### src/sv/ole_pkg.sv
package ole_pkg;

  localparam int DataW       = 32;
  localparam int ActW        = 3;
  localparam int StatW       = 2;
  localparam int DefCapacity = 16;

  typedef enum logic [ActW-1:0] {
    ACT_INS_FRONT = 3'd0,
    ACT_INS_BACK  = 3'd1,
    ACT_INS_AFTER = 3'd2,
    ACT_DEL_FRONT = 3'd3,
    ACT_DEL_BACK  = 3'd4,
    ACT_DUMP      = 3'd5
  } action_e;

  typedef enum logic [StatW-1:0] {
    STAT_OK        = 2'd0,
    STAT_NOT_FOUND = 2'd1,
    STAT_EMPTY     = 2'd2,
    STAT_FULL      = 2'd3
  } status_e;

  typedef enum logic [2:0] {
    OP_HOLD      = 3'd0,
    OP_INS_FRONT = 3'd1,
    OP_INS_BACK  = 3'd2,
    OP_INS_AFTER = 3'd3,
    OP_DEL_FRONT = 3'd4,
    OP_ROTATE    = 3'd5
  } cell_op_e;

  // Broadcast to every cell of the chain.
  typedef struct packed {
    cell_op_e                op;
    logic signed [DataW-1:0] value;
    logic signed [DataW-1:0] key;
  } cell_cmd_t;

  // Where a cell sits relative to the current list length.
  typedef struct packed {
    logic head;      // first cell of the chain
    logic tail;      // holds the back entry
    logic past;      // first free slot
    logic occupied;  // holds a live entry
  } cell_pos_t;

endpackage

### src/sv/ole_cell.sv
module ole_cell (
  input  logic                             clk_i,
  input  ole_pkg::cell_cmd_t               cmd_i,
  input  ole_pkg::cell_pos_t               pos_i,
  input  logic signed [ole_pkg::DataW-1:0] left_i,
  input  logic signed [ole_pkg::DataW-1:0] right_i,
  input  logic signed [ole_pkg::DataW-1:0] wrap_i,
  input  logic                             hit_i,
  input  logic                             load_i,
  output logic signed [ole_pkg::DataW-1:0] value_o,
  output logic                             hit_o,
  output logic                             load_o
);
  import ole_pkg::*;

  logic signed [DataW-1:0] value_q, value_d;
  logic                    match;

  assign match   = pos_i.occupied && (value_q == cmd_i.key);
  assign hit_o   = hit_i | match;
  // Only the first matching cell asks its right neighbor to take the new value.
  assign load_o  = match & ~hit_i;
  assign value_o = value_q;

  always_comb begin
    value_d = value_q;
    case (cmd_i.op)
      OP_INS_FRONT: value_d = pos_i.head ? cmd_i.value : left_i;
      OP_INS_BACK: begin
        if (pos_i.past) value_d = cmd_i.value;
      end
      OP_INS_AFTER: begin
        if (load_i) begin
          value_d = cmd_i.value;
        end else if (hit_i) begin
          value_d = left_i;
        end
      end
      OP_DEL_FRONT: value_d = right_i;
      // close the ring at the back entry so a full pass restores the order
      OP_ROTATE: value_d = pos_i.tail ? wrap_i : right_i;
      default: value_d = value_q;
    endcase
  end

  always_ff @(posedge clk_i) begin
    value_q <= value_d;
  end

endmodule

### src/sv/ordered_list_engine.sv
// Channel   Direction  Handshake              Beat payload
// input     in         in_valid_i/in_stall_o   action_i, item_value_i, search_key_i
// output    out        out_valid_o/out_stall_i status_o, entry_value_o, last_result_o
//
// In every edit, all cells compare against the key and shift at once.
// A dump of N entries holds the input while the chain rotates one place per cycle,
// as long as the output is free, and the head cell is sent out; an empty list answers STAT_EMPTY.
// Reset empties the list; cell contents are left as they are.
// A stalled output holds its beat and the input stalls until the slot frees.
module ordered_list_engine #(
  parameter int CAPACITY = ole_pkg::DefCapacity
) (
  input  logic                             clk_i,
  input  logic                             rst_ni,
  input  logic                             in_valid_i,
  output logic                             in_stall_o,
  input  logic [ole_pkg::ActW-1:0]         action_i,
  input  logic signed [ole_pkg::DataW-1:0] item_value_i,
  input  logic signed [ole_pkg::DataW-1:0] search_key_i,
  output logic                             out_valid_o,
  input  logic                             out_stall_i,
  output logic [ole_pkg::StatW-1:0]        status_o,
  output logic signed [ole_pkg::DataW-1:0] entry_value_o,
  output logic                             last_result_o
);
  import ole_pkg::*;

  localparam int CntW = $clog2(CAPACITY + 1);

  typedef enum logic [1:0] {
    ST_IDLE = 2'b01,
    ST_DUMP = 2'b10
  } state_e;

  state_e            state_q, state_d;
  logic [CntW-1:0]   count_q, count_d;
  logic [CntW-1:0]   remain_q, remain_d;
  logic              out_valid_q, out_valid_d;
  status_e           status_q, status_d;
  logic signed [DataW-1:0] entry_q, entry_d;
  logic              last_q, last_d;

  cell_cmd_t               cmd;
  cell_pos_t               pos   [CAPACITY];
  logic signed [DataW-1:0] value [CAPACITY];
  logic                    hit   [CAPACITY+1];
  logic                    load  [CAPACITY+1];

  logic    out_free, accept_in, full, empty, found, emit;
  status_e emit_status;
  action_e action;

  assign action    = action_e'(action_i);
  assign out_free  = ~out_valid_q | ~out_stall_i;
  assign in_stall_o = (state_q != ST_IDLE) | ~out_free;
  assign accept_in = in_valid_i & ~in_stall_o;
  assign full      = (count_q == CntW'(CAPACITY));
  assign empty     = (count_q == '0);
  assign found     = hit[CAPACITY];

  assign hit[0]  = 1'b0;
  assign load[0] = 1'b0;

  for (genvar j = 0; j < CAPACITY; j++) begin : g_cell
    assign pos[j].head     = (j == 0);
    assign pos[j].tail     = (count_q == CntW'(j + 1));
    assign pos[j].past     = (count_q == CntW'(j));
    assign pos[j].occupied = (count_q > CntW'(j));

    ole_cell u_cell (
      .clk_i   (clk_i),
      .cmd_i   (cmd),
      .pos_i   (pos[j]),
      .left_i  ((j == 0) ? '0 : value[(j == 0) ? 0 : j - 1]),
      .right_i ((j == CAPACITY - 1) ? '0 : value[(j == CAPACITY - 1) ? j : j + 1]),
      .wrap_i  (value[0]),
      .hit_i   (hit[j]),
      .load_i  (load[j]),
      .value_o (value[j]),
      .hit_o   (hit[j+1]),
      .load_o  (load[j+1])
    );
  end

  always_comb begin
    state_d     = state_q;
    count_d     = count_q;
    remain_d    = remain_q;
    cmd.op      = OP_HOLD;
    cmd.value   = item_value_i;
    cmd.key     = search_key_i;
    emit        = 1'b0;
    emit_status = STAT_OK;
    entry_d     = '0;
    last_d      = 1'b1;

    case (state_q)
      ST_IDLE: begin
        if (accept_in) begin
          case (action)
            ACT_INS_FRONT, ACT_INS_BACK: begin
              emit = 1'b1;
              if (full) begin
                emit_status = STAT_FULL;
              end else begin
                cmd.op  = (action == ACT_INS_FRONT) ? OP_INS_FRONT : OP_INS_BACK;
                count_d = count_q + 1'b1;
              end
            end
            ACT_INS_AFTER: begin
              emit = 1'b1;
              if (full) begin
                emit_status = STAT_FULL;
              end else if (!found) begin
                emit_status = STAT_NOT_FOUND;
              end else begin
                cmd.op  = OP_INS_AFTER;
                count_d = count_q + 1'b1;
              end
            end
            ACT_DEL_FRONT, ACT_DEL_BACK: begin
              emit = 1'b1;
              if (empty) begin
                emit_status = STAT_EMPTY;
              end else begin
                if (action == ACT_DEL_FRONT) cmd.op = OP_DEL_FRONT;
                count_d = count_q - 1'b1;
              end
            end
            ACT_DUMP: begin
              if (empty) begin
                emit        = 1'b1;
                emit_status = STAT_EMPTY;
              end else begin
                state_d  = ST_DUMP;
                remain_d = count_q;
              end
            end
            default: ;  // drop undefined actions without a result
          endcase
        end
      end
      ST_DUMP: begin
        if (out_free) begin
          cmd.op   = OP_ROTATE;
          emit     = 1'b1;
          entry_d  = value[0];
          last_d   = (remain_q == CntW'(1));
          remain_d = remain_q - 1'b1;
          if (last_d) state_d = ST_IDLE;
        end
      end
      default: state_d = ST_IDLE;
    endcase

    status_d    = emit_status;
    out_valid_d = emit ? 1'b1 : (out_valid_q & out_stall_i);
  end

  always_ff @(posedge clk_i or negedge rst_ni) begin
    if (!rst_ni) begin
      state_q     <= ST_IDLE;
      count_q     <= '0;
      remain_q    <= '0;
      out_valid_q <= 1'b0;
    end else begin
      state_q     <= state_d;
      count_q     <= count_d;
      remain_q    <= remain_d;
      out_valid_q <= out_valid_d;
    end
  end

  always_ff @(posedge clk_i) begin
    if (emit) begin
      status_q <= status_d;
      entry_q  <= entry_d;
      last_q   <= last_d;
    end
  end

  assign out_valid_o   = out_valid_q;
  assign status_o      = status_q;
  assign entry_value_o = entry_q;
  assign last_result_o = last_q;

  a_count_bound: assert property (@(posedge clk_i) disable iff (!rst_ni)
    count_q <= CntW'(CAPACITY))
    else $error("list length beyond capacity");

  a_count_step: assert property (@(posedge clk_i) disable iff (!rst_ni)
    count_q != $past(count_q) |-> (count_q == $past(count_q) + 1'b1) ||
                                  (count_q == $past(count_q) - 1'b1))
    else $error("list length moved by more than one");

  a_dump_stable: assert property (@(posedge clk_i) disable iff (!rst_ni)
    state_q == ST_DUMP |=> count_q == $past(count_q))
    else $error("list length changed during dump");

  a_dump_stall: assert property (@(posedge clk_i) disable iff (!rst_ni)
    state_q == ST_DUMP |-> in_stall_o)
    else $error("input taken during dump");

  a_dump_remain: assert property (@(posedge clk_i) disable iff (!rst_ni)
    state_q == ST_DUMP |-> (remain_q != '0) && (remain_q <= count_q))
    else $error("dump counter out of range");

endmodule

### config.mk
export PLATFORM = sky130hd
export DESIGN_NAME = ordered_list_engine
export DESIGN_NICKNAME = d
export VERILOG_FILES = /design/src/sv/ole_pkg.sv /design/src/sv/ole_cell.sv /design/src/sv/ordered_list_engine.sv
export SDC_FILE = /design/constraint.sdc
export NUM_CORES = 2
export LEC_CHECK = 0
export BUFFER_PORTS_ARGS = -buffer_cell sky130_fd_sc_hd__buf_2
export CAP_MARGIN = 20
export CORE_ASPECT_RATIO = 0.5
export CORE_UTILIZATION = 40
export CTS_CLUSTER_DIAMETER = 40
export CTS_CLUSTER_SIZE = 40
export DETAILED_ROUTE_END_ITERATION = 6
export SLEW_MARGIN = 5
export SYNTH_ARGS = -nofsm -noshare
export SYNTH_HDL_FRONTEND = slang
export SYNTH_SLANG_ARGS = --single-unit
### constraint.sdc
create_clock -name clk_i -period 14.8 [get_ports clk_i]
set_clock_uncertainty 0.2 [all_clocks]
set_input_delay 1.48 -clock clk_i [delete_from_list [all_inputs] [get_ports clk_i]]
set_output_delay 1.48 -clock clk_i [all_outputs]
set_load 0.1 [all_outputs]
==> metrics <==
status=finished with violations; violated checks=design-rule violations; Mapped Area=39000 sq um; CP required=15150 ps; Min-Delay Path Depth=2; clk sink count=560; NetSw=0.00517 W; worst-skew pair later-pin latency=690 ps; Worst Setup Path Type=reg -> reg; largest net degree at the start of global routing=152; H-tree Lvls=3; Rows=80; CTS Buf Count=82; drt pass-1 iters=7; routed vias/inst=7.01; Post-CTS Setup Bufs=0; syn_area_per_cell=9.89 sq um; P per Cell Area=254 nW/um^2; CP endpoint kind=flip-flop; maximum clock frequency=128 MHz; crit start category=flip-flop; Post-synth EDFFs=547; ys flop type=edfxtp_1; met1 usage=53.6%; Die Ht=223 microns; Fin. Hold Viols=0; r2r endpoint=g_cell[6].u_cell.value_o[17]; synthesis warning total=0; Final setup viols=0; share of power burned in registers=34.1%; area grow syn2layout=11.6%; CTS tree=done; Post-DP Area=40600 sq um; initial antenna violation count=8; DRC=19; first-pass GRT wire length=255 mm; switch share=46.8%; PortBufs=107; crit path time final=7830 ps; All-Layer GR Usage=35.8%; leakage power=16.5 nW; commonest non-fill, non-tap cells in the layout=edfxtp_1 (547), xor2_1 (382), nand2_1 (283); Slew @ Worst Pin=1270 ps; pins over their slew limit=0; Most Used Layer, Global Route=met1; vias in the first global route=33100; GP Congestion=1.04; Combinational Power Share=47.2%; max_slew headroom=14.4%; share of post-route cells with drive strength above 1=10.9%; total gr overflow=0; post-synthesis sequential area ratio=42.9%; clk root buf=clkbuf_16; R2R Setup Slk=6970 ps; critical path arrival=8180 ps; synth top area cells=edfxtp_1 (42%), xor2_1 (8.6%), a221o_1 (7.0%); DP Wirelength=136 mm; area leader, netlist=edfxtp_1; final WL=184 mm; RSZ-0062 raised after global routing=no; Internal Power=0.00587 W; Longest Clk Path Bufs=3; FF-to-FF Start=count_q[1]; PostCTS Resize Cnt=0; Clock power frac=18.7%; ys async rst share=2.32%; NumNets Final=3892; final instance area=43500 sq um; met2 Use GR=46.4%; Die Footprint=98800 sq um; antenna-violating nets left=0; fillers=9032; routed len/inst=35.6 microns; initial drt markers=6805; syn nets=4026; cell count after synthesis=3945; Starting Density=40.6%; Clock transition at path regs=60 ps; Yosys reg bits=560; Hold Path Class=reg -> reg; Max Cap Viol=0; Worst Path Max Fanout=150; die width=444 microns; via count=36100; Period Utilization, post-route=52.9%; TNS Setup=0 ps; M3 GR Usage=12.0%; Worst R2R Path Depth=16; Synth top area share=42.1%; CTS Hold Bufs=0; io pins=108; Worst Hold Launch=state_q[0]; Peak VDD IR=189 uV; most common cell after layout, fill and taps aside=edfxtp_1; core area=96000 sq um; hold endpoint=state_q[0]; count of cell types in the netlist=74
-- power by group through the flow --
| stage | clock, W | combinational, W | sequential [W] |
|---|---|---|---|
| floorplan | 0 | 0.00309 | 0.00362 |
| detailed placement | 0 | 0.00496 | 0.00374 |
| global placement | 0 | 0.00485 | 0.00373 |
| CTS | 0.00206 | 0.00497 | 0.00372 |
| global route | 0.00212 | 0.00540 | 0.00381 |
| finish | 0.00206 | 0.00521 | 0.00377 |
-- stage by stage --
stage                     instances  utilization (%)  power (W)  worst slack (ps)  hold WS, ps
after floorplan                3945                -    0.00672              8020          268
after global placement         4989             42.2    0.00858              7040          276
after detailed placement       4994             42.3    0.00871              6940          295
final                          5152             45.3     0.0110              6970          295
after CTS                      5142             45.2     0.0107              7480          302
after global routing           5149             45.3     0.0113              7020          320
-- cells by family after synthesis --
group	count (synthesis)	share of synthesized area, %
xor+xnor	517	11.6
simple gates	1140	14.2
flops	560	42.9
compound gates	1002	19.6
fa+ha+maj	10	0.321
buf+inv	474	5.07
mux	242	6.22
-- layer usage --
layer / vias to the layer above / wire (microns)
met4: 2 / 7500
met5: - / 11
met2: 3150 / 69900
met3: 348 / 29600
li1: 14800 / -
met1: 17800 / 76700
-- area by class of cell --
type                       instances  area [sq um]  share of cell area (%)
clock buffer                      88          2070                    4.77
multi-input combinational       2911         20700                    47.7
antenna                            6          15.0                  0.0345
inverter                          44           165                   0.380
timing repair buffer             212          1460                    3.36
sequential                       560         16800                    38.5
clock inverter                    60           704                    1.62
tap                             1271          1590                    3.65
-- sequential cells by signal, summed over array words and instances, names as in the netlist --
name / flops
last_result_o: 1
status_o: 2
remain_q: 5
entry_value_o: 32
state_q: 2
count_q: 5
out_valid_o: 1
g_cell.u_cell.value_o: 512
-- worst max-delay path by stage --
stage                                 from                           end  slack (ps)  depth (start not counted)
after floorplan           search_key_i[18]   g_cell[0].u_cell.value_o[0]        8020                         14
after global placement    search_key_i[18]   g_cell[3].u_cell.value_o[8]        7040                         15
after detailed placement  search_key_i[18]  g_cell[3].u_cell.value_o[28]        6940                         15
after CTS                       count_q[1]  g_cell[3].u_cell.value_o[28]        7480                         17
after global routing            count_q[1]  g_cell[6].u_cell.value_o[17]        7020                         16
final                           count_q[1]  g_cell[6].u_cell.value_o[17]        6970                         16
-- cells in the mapped netlist (all sizes together), types with 6 or more instances --
cell / count
a211o: 7
a211oi: 33
a21boi: 25
a21o: 51
a21oi: 70
a221o: 273
a221oi: 9
a222oi: 32
a22o: 54
a22oi: 54
a31oi: 11
and2: 10
and3: 37
buf: 197
clkbuf: 233
dfrtp: 12
edfxtp: 547
ha: 10
inv: 44
mux2i: 238
nand2: 284
nand2b: 28
nand3: 257
nand4: 63
nor2: 259
nor3: 40
nor4: 111
o211ai: 33
o21ai: 255
o221ai: 6
o22ai: 27
o32a: 40
or3: 9
or4: 11
xnor2: 135
xor2: 382
-- critical path: stages (launching register included) --
cell	delay (ps)
dfrtp_1	660
inv_1	610
ha_1	320
nor4b_4	200
buf_4	320
nor3_1	160
nand4_1	130
nor4_1	110
nand4bb_1	430
or4_1	830
nor3_2	800
a31o_4	380
buf_12	570
buf_4	640
nand2_1	550
o21ai_0	380
o32a_1	210
Power figures use the tool's default switching activity.
